<file path="src/rtl/core/battery_level_estimator_macros.svh">
`ifndef BATTERY_LEVEL_ESTIMATOR_MACROS_SVH
`define BATTERY_LEVEL_ESTIMATOR_MACROS_SVH

// Condition that must hold at every clock edge out of reset.
`define BLE_ASSERT_ALWAYS(lbl, cond, msg) \
  lbl: assert property (@(posedge clk) disable iff (!rst_n) (cond)) else $error(msg);

// Consequence that must hold in the cycle after the antecedent.
`define BLE_ASSERT_NEXT(lbl, ante, cons, msg) \
  lbl: assert property (@(posedge clk) disable iff (!rst_n) (ante) |=> (cons)) \
    else $error(msg);

`endif

</file>
<file path="src/rtl/core/ble_pkg.sv">
package ble_pkg;

  localparam int ADC_BITS = 12;

  // Field widths
  localparam int MV_W    = 13;
  localparam int PCT_W   = 7;
  localparam int STEP_W  = 12;
  localparam int LEVEL_W = 16;
  localparam int FRAC_W  = 8;

  // Scaling to millivolts
  localparam int PROD_W = ADC_BITS + MV_W;
  localparam logic [MV_W-1:0] MV_SCALE = MV_W'(6000);

  // Knees of the discharge curve, mV
  localparam logic [MV_W-1:0] MV_KNEE0 = MV_W'(3300);
  localparam logic [MV_W-1:0] MV_KNEE1 = MV_W'(3500);
  localparam logic [MV_W-1:0] MV_KNEE2 = MV_W'(3600);
  localparam logic [MV_W-1:0] MV_KNEE3 = MV_W'(3800);
  localparam logic [MV_W-1:0] MV_KNEE4 = MV_W'(3900);

  // Segment numerator, offset and reciprocal divide
  localparam int X_W         = 12;
  localparam int OFF_W       = 7;
  localparam int RECIP_W     = 13;
  localparam int RECIP_SHIFT = 16;
  localparam int Q_W         = X_W + RECIP_W - RECIP_SHIFT;
  localparam logic [RECIP_W-1:0] RECIP_10 = RECIP_W'(6554);
  localparam logic [RECIP_W-1:0] RECIP_20 = RECIP_W'(3277);

  localparam logic [OFF_W-1:0] OFF_LOW  = OFF_W'(1);
  localparam logic [OFF_W-1:0] OFF_SEG1 = OFF_W'(0);
  localparam logic [OFF_W-1:0] OFF_SEG2 = OFF_W'(10);
  localparam logic [OFF_W-1:0] OFF_SEG3 = OFF_W'(20);
  localparam logic [OFF_W-1:0] OFF_SEG4 = OFF_W'(80);
  localparam logic [OFF_W-1:0] OFF_SEG5 = OFF_W'(90);

  localparam logic [PCT_W-1:0] PCT_CAP = PCT_W'(100);

  // Smoothed level
  localparam logic [LEVEL_W-1:0] LEVEL_MAX  = LEVEL_W'(16'h7FFF);
  localparam logic [STEP_W-1:0]  STEP_RESET = STEP_W'(26);

  // Queue between front and back
  localparam int QUEUE_DEPTH = 4;
  localparam int QPTR_W      = $clog2(QUEUE_DEPTH);
  localparam int QCNT_W      = $clog2(QUEUE_DEPTH + 1);

  typedef enum logic [0:0] {
    DIV_BY_10,
    DIV_BY_20
  } ble_div_t;

  typedef struct packed {
    logic [PCT_W-1:0] pct;
    logic [MV_W-1:0]  mv;
  } ble_item_t;

  typedef struct packed {
    logic              full;
    logic              empty;
    logic [QCNT_W-1:0] count;
  } ble_qstat_t;

  typedef struct packed {
    logic [LEVEL_W-1:0] level;
    logic               first;
  } ble_bstat_t;

endpackage

</file>
<file path="src/rtl/core/ble_in_if.sv">
interface ble_in_if import ble_pkg::*; ();
  logic                valid;
  logic                ready;
  logic [ADC_BITS-1:0] adc_code;

  modport source (output valid, output adc_code, input ready);
  modport sink   (input valid, input adc_code, output ready);
endinterface

</file>
<file path="src/rtl/core/ble_out_if.sv">
interface ble_out_if import ble_pkg::*; ();
  logic             valid;
  logic             ready;
  logic [PCT_W-1:0] level_percent;
  logic [MV_W-1:0]  voltage_mv;

  modport source (output valid, output level_percent, output voltage_mv, input ready);
  modport sink   (input valid, input level_percent, input voltage_mv, output ready);
endinterface

</file>
<file path="src/rtl/core/ble_front.sv">
module ble_front import ble_pkg::*; (
  input  logic      clk,
  input  logic      rst_n,
  ble_in_if.sink    in_ch,
  input  logic      q_full,
  output logic      push,
  output ble_item_t push_item
);

  logic ready_a, ready_b, ready_c;

  // Stage A: raw product
  logic              a_v_r;
  logic [PROD_W-1:0] a_prod_r;

  // Stage B: segment selected
  logic             b_v_r;
  logic [X_W-1:0]   b_x_r;
  ble_div_t         b_div_r;
  logic [OFF_W-1:0] b_off_r;
  logic [MV_W-1:0]  b_mv_r;

  // Stage C: finished item
  logic      c_v_r;
  ble_item_t c_item_r;

  logic [MV_W-1:0]  mv_raw, mv, seg_base, d;
  logic [X_W-1:0]   d_x, x_nxt;
  logic [X_W+1:0]   d3;
  ble_div_t         div_nxt;
  logic [OFF_W-1:0] off_nxt;
  logic             low, triple;

  logic [RECIP_W-1:0]     recip;
  logic [X_W+RECIP_W-1:0] qprod;
  logic [Q_W-1:0]         q, pct_sum;
  logic [PCT_W-1:0]       pct;

  assign ready_c     = !c_v_r || !q_full;
  assign ready_b     = !b_v_r || ready_c;
  assign ready_a     = !a_v_r || ready_b;
  assign in_ch.ready = ready_a;

  assign push      = c_v_r && !q_full;
  assign push_item = c_item_r;

  always_comb begin
    mv_raw   = a_prod_r[ADC_BITS +: MV_W];
    mv       = (mv_raw == '0) ? MV_W'(1) : mv_raw;
    seg_base = MV_KNEE0;
    div_nxt  = DIV_BY_20;
    off_nxt  = OFF_SEG1;
    low      = 1'b0;
    triple   = 1'b0;
    if (mv < MV_KNEE0) begin
      low     = 1'b1;
      off_nxt = OFF_LOW;
    end else if (mv < MV_KNEE1) begin
      seg_base = MV_KNEE0;
      div_nxt  = DIV_BY_20;
      off_nxt  = OFF_SEG1;
    end else if (mv < MV_KNEE2) begin
      seg_base = MV_KNEE1;
      div_nxt  = DIV_BY_10;
      off_nxt  = OFF_SEG2;
    end else if (mv < MV_KNEE3) begin
      seg_base = MV_KNEE2;
      div_nxt  = DIV_BY_10;
      off_nxt  = OFF_SEG3;
      triple   = 1'b1;
    end else if (mv < MV_KNEE4) begin
      seg_base = MV_KNEE3;
      div_nxt  = DIV_BY_10;
      off_nxt  = OFF_SEG4;
    end else begin
      seg_base = MV_KNEE4;
      div_nxt  = DIV_BY_20;
      off_nxt  = OFF_SEG5;
    end
    d   = mv - seg_base;
    d_x = d[X_W-1:0];
    d3  = {1'b0, d_x, 1'b0} + {2'b00, d_x};
    if (low) begin
      x_nxt = '0;
    end else if (triple) begin
      x_nxt = d3[X_W-1:0];
    end else begin
      x_nxt = d_x;
    end
  end

  // Divide by ten or twenty through a reciprocal; exact over each segment's range
  always_comb begin
    recip   = (b_div_r == DIV_BY_10) ? RECIP_10 : RECIP_20;
    qprod   = (X_W+RECIP_W)'(b_x_r) * (X_W+RECIP_W)'(recip);
    q       = qprod[RECIP_SHIFT +: Q_W];
    pct_sum = q + Q_W'(b_off_r);
    pct     = (pct_sum > Q_W'(PCT_CAP)) ? PCT_CAP : pct_sum[PCT_W-1:0];
  end

  always_ff @(posedge clk) begin
    if (!rst_n) begin
      a_v_r <= 1'b0;
      b_v_r <= 1'b0;
      c_v_r <= 1'b0;
    end else begin
      if (ready_a) a_v_r <= in_ch.valid;
      if (ready_b) b_v_r <= a_v_r;
      if (ready_c) c_v_r <= b_v_r;
    end
  end

  always_ff @(posedge clk) begin
    if (ready_a && in_ch.valid) begin
      a_prod_r <= PROD_W'(in_ch.adc_code) * PROD_W'(MV_SCALE);
    end
    if (ready_b && a_v_r) begin
      b_x_r   <= x_nxt;
      b_div_r <= div_nxt;
      b_off_r <= off_nxt;
      b_mv_r  <= mv;
    end
    if (ready_c && b_v_r) begin
      c_item_r.pct <= pct;
      c_item_r.mv  <= b_mv_r;
    end
  end

endmodule

</file>
<file path="src/rtl/core/ble_queue.sv">
module ble_queue import ble_pkg::*; (
  input  logic       clk,
  input  logic       rst_n,
  input  logic       push,
  input  ble_item_t  push_item,
  input  logic       pop,
  output ble_item_t  head,
  output ble_qstat_t stat
);

  ble_item_t         mem_r [QUEUE_DEPTH];
  logic [QPTR_W-1:0] wr_ptr_r, rd_ptr_r;
  logic [QCNT_W-1:0] cnt_r;
  logic              do_push, do_pop;

  assign stat.full  = (cnt_r == QCNT_W'(QUEUE_DEPTH));
  assign stat.empty = (cnt_r == '0);
  assign stat.count = cnt_r;
  assign head       = mem_r[rd_ptr_r];

  assign do_push = push && !stat.full;
  assign do_pop  = pop && !stat.empty;

  always_ff @(posedge clk) begin
    if (!rst_n) begin
      wr_ptr_r <= '0;
      rd_ptr_r <= '0;
      cnt_r    <= '0;
    end else begin
      if (do_push) begin
        wr_ptr_r <= (wr_ptr_r == QPTR_W'(QUEUE_DEPTH - 1)) ? '0 : wr_ptr_r + 1'b1;
      end
      if (do_pop) begin
        rd_ptr_r <= (rd_ptr_r == QPTR_W'(QUEUE_DEPTH - 1)) ? '0 : rd_ptr_r + 1'b1;
      end
      if (do_push && !do_pop) begin
        cnt_r <= cnt_r + 1'b1;
      end else if (do_pop && !do_push) begin
        cnt_r <= cnt_r - 1'b1;
      end
    end
  end

  always_ff @(posedge clk) begin
    if (do_push) mem_r[wr_ptr_r] <= push_item;
  end

endmodule

</file>
<file path="src/rtl/core/ble_back.sv">
module ble_back import ble_pkg::*; (
  input  logic              clk,
  input  logic              rst_n,
  input  logic              cfg_we,
  input  logic [STEP_W-1:0] cfg_wdata,
  input  logic              q_empty,
  input  ble_item_t         head,
  output logic              pop,
  ble_out_if.source         out_ch,
  output ble_bstat_t        stat
);

  logic [STEP_W-1:0]  step_r;
  logic [LEVEL_W-1:0] level_r, level_nxt;
  logic               first_r;
  logic               out_v_r;
  logic [PCT_W-1:0]   out_pct_r, pct_nxt;
  logic [MV_W-1:0]    out_mv_r;

  logic [LEVEL_W-1:0] target;
  logic [LEVEL_W:0]   up;

  assign pop = !q_empty && (!out_v_r || out_ch.ready);

  assign out_ch.valid         = out_v_r;
  assign out_ch.level_percent = out_pct_r;
  assign out_ch.voltage_mv    = out_mv_r;

  assign stat.level = level_r;
  assign stat.first = first_r;

  always_comb begin
    target = LEVEL_W'({head.pct, {FRAC_W{1'b0}}});
    up     = (LEVEL_W+1)'(level_r) + (LEVEL_W+1)'({step_r, 1'b0});
    if (first_r) begin
      level_nxt = target;
    end else if (target > level_r) begin
      level_nxt = (up > (LEVEL_W+1)'(LEVEL_MAX)) ? LEVEL_MAX : up[LEVEL_W-1:0];
    end else if (target < level_r) begin
      // drop by one step, floor at zero
      level_nxt = (LEVEL_W'(step_r) > level_r) ? '0 : level_r - LEVEL_W'(step_r);
    end else begin
      level_nxt = level_r;
    end
    pct_nxt = first_r ? head.pct : level_nxt[FRAC_W +: PCT_W];
  end

  always_ff @(posedge clk) begin
    if (!rst_n) begin
      step_r  <= STEP_RESET;
      level_r <= '0;
      first_r <= 1'b1;
      out_v_r <= 1'b0;
    end else begin
      if (cfg_we) step_r <= cfg_wdata;
      if (pop) begin
        level_r <= level_nxt;
        first_r <= 1'b0;
        out_v_r <= 1'b1;
      end else if (out_ch.ready) begin
        out_v_r <= 1'b0;
      end
    end
  end

  always_ff @(posedge clk) begin
    if (pop) begin
      out_pct_r <= pct_nxt;
      out_mv_r  <= head.mv;
    end
  end

endmodule

</file>
<file path="src/rtl/core/battery_level_estimator.sv">
// Battery level estimator: each item carries one raw converter sample and yields
// one result holding the battery voltage in mV and a smoothed lithium-ion charge
// level in percent. One item is taken every clock cycle when the result side keeps
// up; items pass three front stages (scaling, curve segment, reciprocal divide),
// a four-entry queue and the output register. The level update is combinational
// add and compare logic in the back end, so it sets no limit on rate. A full queue
// stalls input only once the result side is held off until the queue fills.
// smoothing_step resets to 26 and is written through cfg_we/cfg_wdata; the user
// must write it only while no item is in flight: the block does not enforce this.
`include "battery_level_estimator_macros.svh"

module battery_level_estimator import ble_pkg::*; (
  input  logic              clk,
  input  logic              rst_n,
  ble_in_if.sink            in_ch,
  ble_out_if.source         out_ch,
  input  logic              cfg_we,
  input  logic [STEP_W-1:0] cfg_wdata
);

  logic       push, pop;
  ble_item_t  push_item, head;
  ble_qstat_t qstat;
  ble_bstat_t bstat;

  ble_front u_front (
    .clk       (clk),
    .rst_n     (rst_n),
    .in_ch     (in_ch),
    .q_full    (qstat.full),
    .push      (push),
    .push_item (push_item)
  );

  ble_queue u_queue (
    .clk       (clk),
    .rst_n     (rst_n),
    .push      (push),
    .push_item (push_item),
    .pop       (pop),
    .head      (head),
    .stat      (qstat)
  );

  ble_back u_back (
    .clk       (clk),
    .rst_n     (rst_n),
    .cfg_we    (cfg_we),
    .cfg_wdata (cfg_wdata),
    .q_empty   (qstat.empty),
    .head      (head),
    .pop       (pop),
    .out_ch    (out_ch),
    .stat      (bstat)
  );

  `BLE_ASSERT_ALWAYS(a_queue_bound, qstat.count <= QCNT_W'(QUEUE_DEPTH), "queue overfilled")
  `BLE_ASSERT_NEXT(a_queue_fill, push && !pop, qstat.count == $past(qstat.count) + 1'b1, "queue count slip on push")
  `BLE_ASSERT_ALWAYS(a_level_sat, bstat.level <= LEVEL_MAX, "smoothed level above saturation")
  `BLE_ASSERT_NEXT(a_first_once, !bstat.first, !bstat.first, "first-item flag set again")

endmodule

</file>
<file path="src/flat_wrapper.sv">
// flat-port wrapper written by rule: the top's interface ports become plain ports
module battery_level_estimator_flat import ble_pkg::*;
  (clk, rst_n, cfg_we, cfg_wdata, in_ch_valid, in_ch_adc_code, in_ch_ready, out_ch_valid, out_ch_level_percent, out_ch_voltage_mv, out_ch_ready);
  ble_in_if in_ch_i ();
  ble_out_if out_ch_i ();
  input  logic clk;
  input  logic rst_n;
  input  logic cfg_we;
  input  logic [STEP_W-1:0] cfg_wdata;
  input wire logic [$bits(in_ch_i.valid)-1:0] in_ch_valid;
  input wire logic [$bits(in_ch_i.adc_code)-1:0] in_ch_adc_code;
  output wire logic [$bits(in_ch_i.ready)-1:0] in_ch_ready;
  output wire logic [$bits(out_ch_i.valid)-1:0] out_ch_valid;
  output wire logic [$bits(out_ch_i.level_percent)-1:0] out_ch_level_percent;
  output wire logic [$bits(out_ch_i.voltage_mv)-1:0] out_ch_voltage_mv;
  input wire logic [$bits(out_ch_i.ready)-1:0] out_ch_ready;
  assign in_ch_i.valid = in_ch_valid;
  assign in_ch_i.adc_code = in_ch_adc_code;
  assign in_ch_ready = in_ch_i.ready;
  assign out_ch_valid = out_ch_i.valid;
  assign out_ch_level_percent = out_ch_i.level_percent;
  assign out_ch_voltage_mv = out_ch_i.voltage_mv;
  assign out_ch_i.ready = out_ch_ready;
  battery_level_estimator u_core (.clk(clk), .rst_n(rst_n), .in_ch(in_ch_i), .out_ch(out_ch_i), .cfg_we(cfg_we), .cfg_wdata(cfg_wdata));
endmodule
</file>
<file path="config.mk">
export PLATFORM = sky130hd
export DESIGN_NAME = battery_level_estimator_flat
export DESIGN_NICKNAME = d
export VERILOG_FILES = /design/src/rtl/core/ble_pkg.sv /design/src/rtl/core/ble_in_if.sv /design/src/rtl/core/ble_out_if.sv /design/src/rtl/core/ble_front.sv /design/src/rtl/core/ble_queue.sv /design/src/rtl/core/ble_back.sv /design/src/rtl/core/battery_level_estimator.sv /design/src/flat_wrapper.sv
export VERILOG_INCLUDE_DIRS = /design/src /design/src/rtl/core
export SDC_FILE = /design/constraint.sdc
export NUM_CORES = 1
export LEC_CHECK = 0
export BUFFER_PORTS_ARGS = -buffer_cell sky130_fd_sc_hd__buf_2
export CORE_ASPECT_RATIO = 0.75
export CORE_MARGIN = 2
export CORE_UTILIZATION = 45
export DETAILED_ROUTE_END_ITERATION = 10
export GPL_TIMING_DRIVEN = 0
export PLACE_DENSITY = 0.59
export SYNTH_ARGS = -nofsm -noshare
export SYNTH_HDL_FRONTEND = slang
export SYNTH_HIERARCHICAL = 1
export SYNTH_SLANG_ARGS = --single-unit
</file>
<file path="constraint.sdc">
create_clock -name clk -period 9.45 [get_ports clk]
set_input_delay 1.89 -clock clk [delete_from_list [all_inputs] [get_ports clk]]
set_output_delay 1.89 -clock clk [all_outputs]
set_load 0.05 [all_outputs]
</file>
==> Yosys cells after proc, flatten, opt, wreduce, memory -nomap -nowiden <==
Memories as Yosys holds them, arrays and structs flattened. A register that Yosys moved wholly into a read port is not among the register bits.
Index checks and enable logic that the tools add are counted.
{ "totals": {"mem_bits_rw": 80, "word_cells": 114, "mem_count": 1, "out_inout_bits": 22, "reg_bits": 134, "input_bits": 29} }
{ "classes": {"n_lt_le_gt_ge": 10, "addsub": 9, "mux": 36, "multipliers": 2, "eq_ne": 3, "reduce_logical": 30} }
{ "memory_table": {"columns": ["memory", "words", "word_bits", "read_ports", "rd_ports_with_merged_regs", "wr", "line_no", "rtl"], "rows": [
  ["u_core.u_queue.mem_r", 4, 20, 1, 1, 1, "ble_queue.sv:11", "ble_item_t mem_r [QUEUE_DEPTH];"]
]} }
{ "ops": {"columns": ["cell", "n"], "rows": [
  ["2-to-1 mux 16 bit", 5],
  ["< comparator 13 x 12 -> 1 bit (second input constant)", 5],
  ["2-to-1 mux 10 bit", 3],
  ["2-to-1 mux 13 bit", 2],
  ["multiplier 12 x 13 -> 25 bit", 1],
  ["multiplier 12 x 9 -> 21 bit (second input constant)", 1],
  ["2-to-1 mux 9 bit", 2],
  ["adder 16 x 13 -> 17 bit", 1],
  ["> comparator 17 x 15 -> 1 bit (second input constant)", 1],
  ["> comparator 12 x 16 -> 1 bit", 1],
  ["> comparator 15 x 16 -> 1 bit", 1],
  ["< comparator 15 x 16 -> 1 bit", 1],
  ["subtractor 16 x 12 -> 16 bit", 1],
  ["zero test 13 bit", 1],
  ["2-to-1 mux 1 bit", 13],
  ["adder 12 bit", 1],
  ["2-to-1 mux 12 bit", 1],
  ["2-to-1 mux 4 bit", 3],
  ["subtractor 12 bit", 1],
  ["adder 9 x 7 -> 9 bit", 1],
  ["> comparator 9 x 7 -> 1 bit (second input constant)", 1],
  ["logical AND 1 bit", 9],
  ["zero test 1 bit", 8],
  ["2-to-1 mux 2 bit", 4],
  ["other kinds (15)", 22]
]} }

==> Depth between registers and ports, before layout <==
{ "depth": {"ltp_word": 11, "depth_mapped": 32, "mapped_depth_nobuf": 30} }

==> Cells and area by module <==
The synthesis kept the hierarchy.
{ "modules_own_cells": {"columns": ["module", "instances", "area_each_um2", "cells_per_inst", "seq_area_each_um2"], "rows": [
  ["ble_front", 1, 9022.4, 881, 1981.9],
  ["ble_back", 1, 3558.4, 383, 1201.2],
  ["ble_queue", 1, 3359.5, 155, 2582.5]
]} }

==> Least setup slack after synthesis <==
Ideal clock, no wire load.
{ "synth_path": {"path_kind": "reg-to-reg", "start": "register u_core.u_front.b_div_r", "end": "register u_core.u_front.c_item_r (netlist bit u_core/u_front/push_item[15]) (data pin)", "required_time_ns": 9.179, "setup_ns": 0.271, "path_slack_ns": 1.781, "arrival_time_ns": 7.398, "n_path_buf": 2, "path_stages_with_launch": 32, "period_less_slack_ns": 7.669, "cell_sequence": "edfxtp_1 -> clkbuf_1 -> clkbuf_1 -> o21ai_0 -> ha_1 -> inv_1 -> fa_1 -> inv_1 -> ha_1 -> xnor2_1 -> fa_1 -> inv_1 -> fa_1 -> inv_1 -> ha_1 -> a2111oi_2 -> o21ai_1 -> a221o_2 -> and2_2 -> o21a_1 -> nor2_1 -> xnor2_1 -> ha_1 -> a21o_1 -> a21oi_1 -> nor2b_1 -> o21a_1 -> or2_2 -> and3_1 -> mux2_4 -> o32a_4 -> nand3b_4"} }
{ "synth_between": {"elab_chain_len": 4} }
{ "synth_rtl": {"columns": ["element", "line_no", "rtl"], "rows": [
  ["from (decl)", "ble_front.sv:19", "ble_div_t b_div_r;"],
  ["from (signal assigned)", "ble_front.sv:119", "b_div_r <= div_nxt;"],
  ["2-to-1 mux 13 bit *", "ble_front.sv:94", "recip = (b_div_r == DIV_BY_10) ? RECIP_10 : RECIP_20;"],
  ["multiplier 12 x 13 -> 25 bit *", "ble_front.sv:95", "qprod = (X_W+RECIP_W)'(b_x_r) * (X_W+RECIP_W)'(recip);"],
  ["adder 9 x 7 -> 9 bit *", "ble_front.sv:97", "pct_sum = q + Q_W'(b_off_r);"],
  ["> comparator 9 x 7 -> 1 bit", "ble_front.sv:98", "pct = (pct_sum > Q_W'(PCT_CAP)) ? PCT_CAP : pct_sum[PCT_W-1:0];"],
  ["to (decl)", "ble_front.sv:25", "ble_item_t c_item_r;"]
]} }
Mark *: on every way between the ends. The rest lies on a longest branch, timed or not.
A chain may end at the register's enable or synchronous reset.

==> Worst setup path in the final report <==
Ends and elaborated chain as after synthesis.

==> summary.txt <==
Run status
  – Outcome: completed

Placed design
  – Number of input and output port buffers inserted: 49
  – Post-Place Setup Slack: 0.877 ns
  – Global placer's final weighted congestion: 0.868
  – Post-Place Cell Area: around 17000 um^2
  – Detailed placement HPWL: 25500 um

Setup path
  – Max Fanout on Critical Path: 10
  – Kind of start point of the critical path: flip-flop
  – Crit-path max cell delay: ~0.56 ns
  – Arrival time worst endpoint: 8.88 ns
  – WP data required: 9.74 ns
  – Depth of the most critical reg-to-reg path: 31
  – Worst-path cell with the longest stage delay: sky130_fd_sc_hd__fa_1
  – Crit path capture type: flip-flop
  – Worst setup path class: reg2reg

Yosys
  – Post-Syn Instances: ~1.4k
  – Synthesized area divided by synthesized cell count: between 10 and 15 um^2
  – Yosys warnings: 6
  – Total standard cell area after synthesis: 15900 um^2

Drt
  – Via Count: 10.3k
  – Average wire per cell in the routed design: ~16 um
  – Post-detailed-route count of antenna-violating nets: 0
  – Initial DRC count: 652
  – Number of detailed-route iterations in the first pass: 4
  – Detailed Route WL: 32100 um
  – Vias per inst: 5.23
  – Number of design rule violations left after detail routing: 0

Floorplan
  – Floorplan row count: 59
  – Die extent in x: 221 um
  – Placeable core region: 34800 um^2
  – Die outline height: 167 um
  – Starting Density: 0.458
  – Top-Level Pins: 51
  – Die area: 36900 um^2

Global route
  – Grt total ovfl: 0
  – First-pass GRT wire length: 54200 um
  – Pin count of the biggest net entering global routing: 32
  – Via count of the first global-routing pass: 10.5k
  – Number of antenna violations at the first check in global routing: 0
  – Overall Global Routing Usage: 0.180

Timing
  – Number of endpoints with negative hold slack in the final report: 0
  – Highest attainable clock frequency: around 0.12 GHz
  – Relative slew slack: 0.240
  – Setup-failing EPs final: 0
  – Time the final worst path needs with I/O delays and setup: 8.60 ns
  – Smallest setup slack after layout: around 0.85 ns
  – Aggregate negative setup slack: 0 ns
  – Final Max Slew Viols: 0
  – Final hold slack: between 0.4 and 0.5 ns
  – Ratio of final minimum period to clock period: 0.910
  – RSZ-0062 raised after global routing: false
  – Transition time of the tightest slew-check pin: 1.14 ns
  – Max Clock Skew: 0.0439 ns

Clock network
  – CTS tree: built
  – Post-cts hold buffer count: 0
  – CTS H-tree depth: 1
  – Clock root buffer master: sky130_fd_sc_hd__clkbuf_16
  – Number of instances resized during post-cts repair: 0
  – Clock-pin slew on the worst setup and hold paths: 0.06 ns
  – Clock sink count: 206
  – Maximum clock insertion buffer count: 3
  – Worst skew pair latency: about 0.55 ns
  – Inserted Clock Buffers: 23
  – Post-CTS Repair Setup Buffers: 0

Finish
  – Antenna diodes: 0
  – Most common library cell in the layout ignoring fill and taps: sky130_fd_sc_hd__inv_1
  – Fraction of final layout cells with drive strength greater than 1: 0.106
  – Syn-to-layout area delta: 10.6%
  – Highest-count cells in the layout ignoring fill and taps: sky130_fd_sc_hd__inv_1 (239), sky130_fd_sc_hd__ha_1 (184), sky130_fd_sc_hd__edfxtp_1 (164)
  – Final-stage net count: 1830
  – Final cell area excluding filler cells: 17600 um^2

Hold path
  – Cell depth of the worst min-delay path: 0
  – Worst hold path class: reg2reg

Run
  – Max Cap Violations: 0
-- worst max-delay path: cells and delay by family (launching register included) --
kind	cells	cell delay, ns
AO/OA/AOI/OAI	9	2.31
buffers and inverters	6	0.97
adder cells (fa/ha/maj)	7	2.85
multiplexers	1	0.27
AND/OR/NAND/NOR	6	1.09
flip-flops	1	0.51
XOR/XNOR	2	0.37
-- flip-flops by register name (all words and copies together), names as in the netlist, 2 cells and up, named ones only --
register	flops
u_core/u_front/a_prod_r	13
u_core/u_back/out_ch.voltage_mv	13
u_core/u_queue/cnt_r	3
u_core/u_front/b_off_r	5
u_core/u_back/step_r	12
u_core/u_queue/wr_ptr_r	2
u_core/u_front/b_mv_r	13
u_core/u_front/push_item	20
u_core/u_queue/rd_ptr_r	2
u_core/u_back/out_ch.level_percent	7
u_core/u_front/b_x_r	12
u_core/u_queue/mem_r	80
u_core/u_back/level_r	16
-- metrics by stage --
| stage | util | instances |
|---|---|---|
| after floorplan | - | 1426 |
| after global placement | 0.483 | 1932 |
| after detailed placement | 0.483 | 1933 |
| after CTS | 0.507 | 1975 |
| after global routing | 0.507 | 1975 |
| final | 0.507 | 1975 |
-- layer usage --
| metal | global-route usage | wire [um] | vias to the layer above |
|---|---|---|---|
| met4 | 0.0391 | 607 | 0 |
| met3 | 0.0258 | 1630 | 42 |
| met5 | 0 | 0 | - |
| met2 | 0.268 | 13500 | 230 |
| met1 | 0.279 | 16400 | 4983 |
| li1 | - | - | 5081 |
-- path summary, 6_finish.rpt --
check / startpoint / end / slack [ns]
max reg2reg: u_core/u_front/b_div_r / u_core/u_front/push_item[15] / 0.85
min: u_core/u_front/b_mv_r[0] / u_core/u_front/push_item[0] / 0.41
min reg2reg: u_core/u_front/b_mv_r[0] / u_core/u_front/push_item[0] / 0.41
max: u_core/u_front/b_div_r / u_core/u_front/push_item[15] / 0.85
-- final cells by class --
class | instances | area (um^2)
well taps | 457 | 572
fillers | 3101 | 17100
clock inverters | 18 | 244
inverters | 241 | 905
plain buffers | 42 | 181
flip-flops and latches | 206 | 5770
repair buffers | 50 | 256
multi-input cells | 937 | 9120
clock buffers | 24 | 579
Power is left out: the tool's default activity adds up to more than one toggle a clock period on the data nets, which glitch-free logic cannot reach.
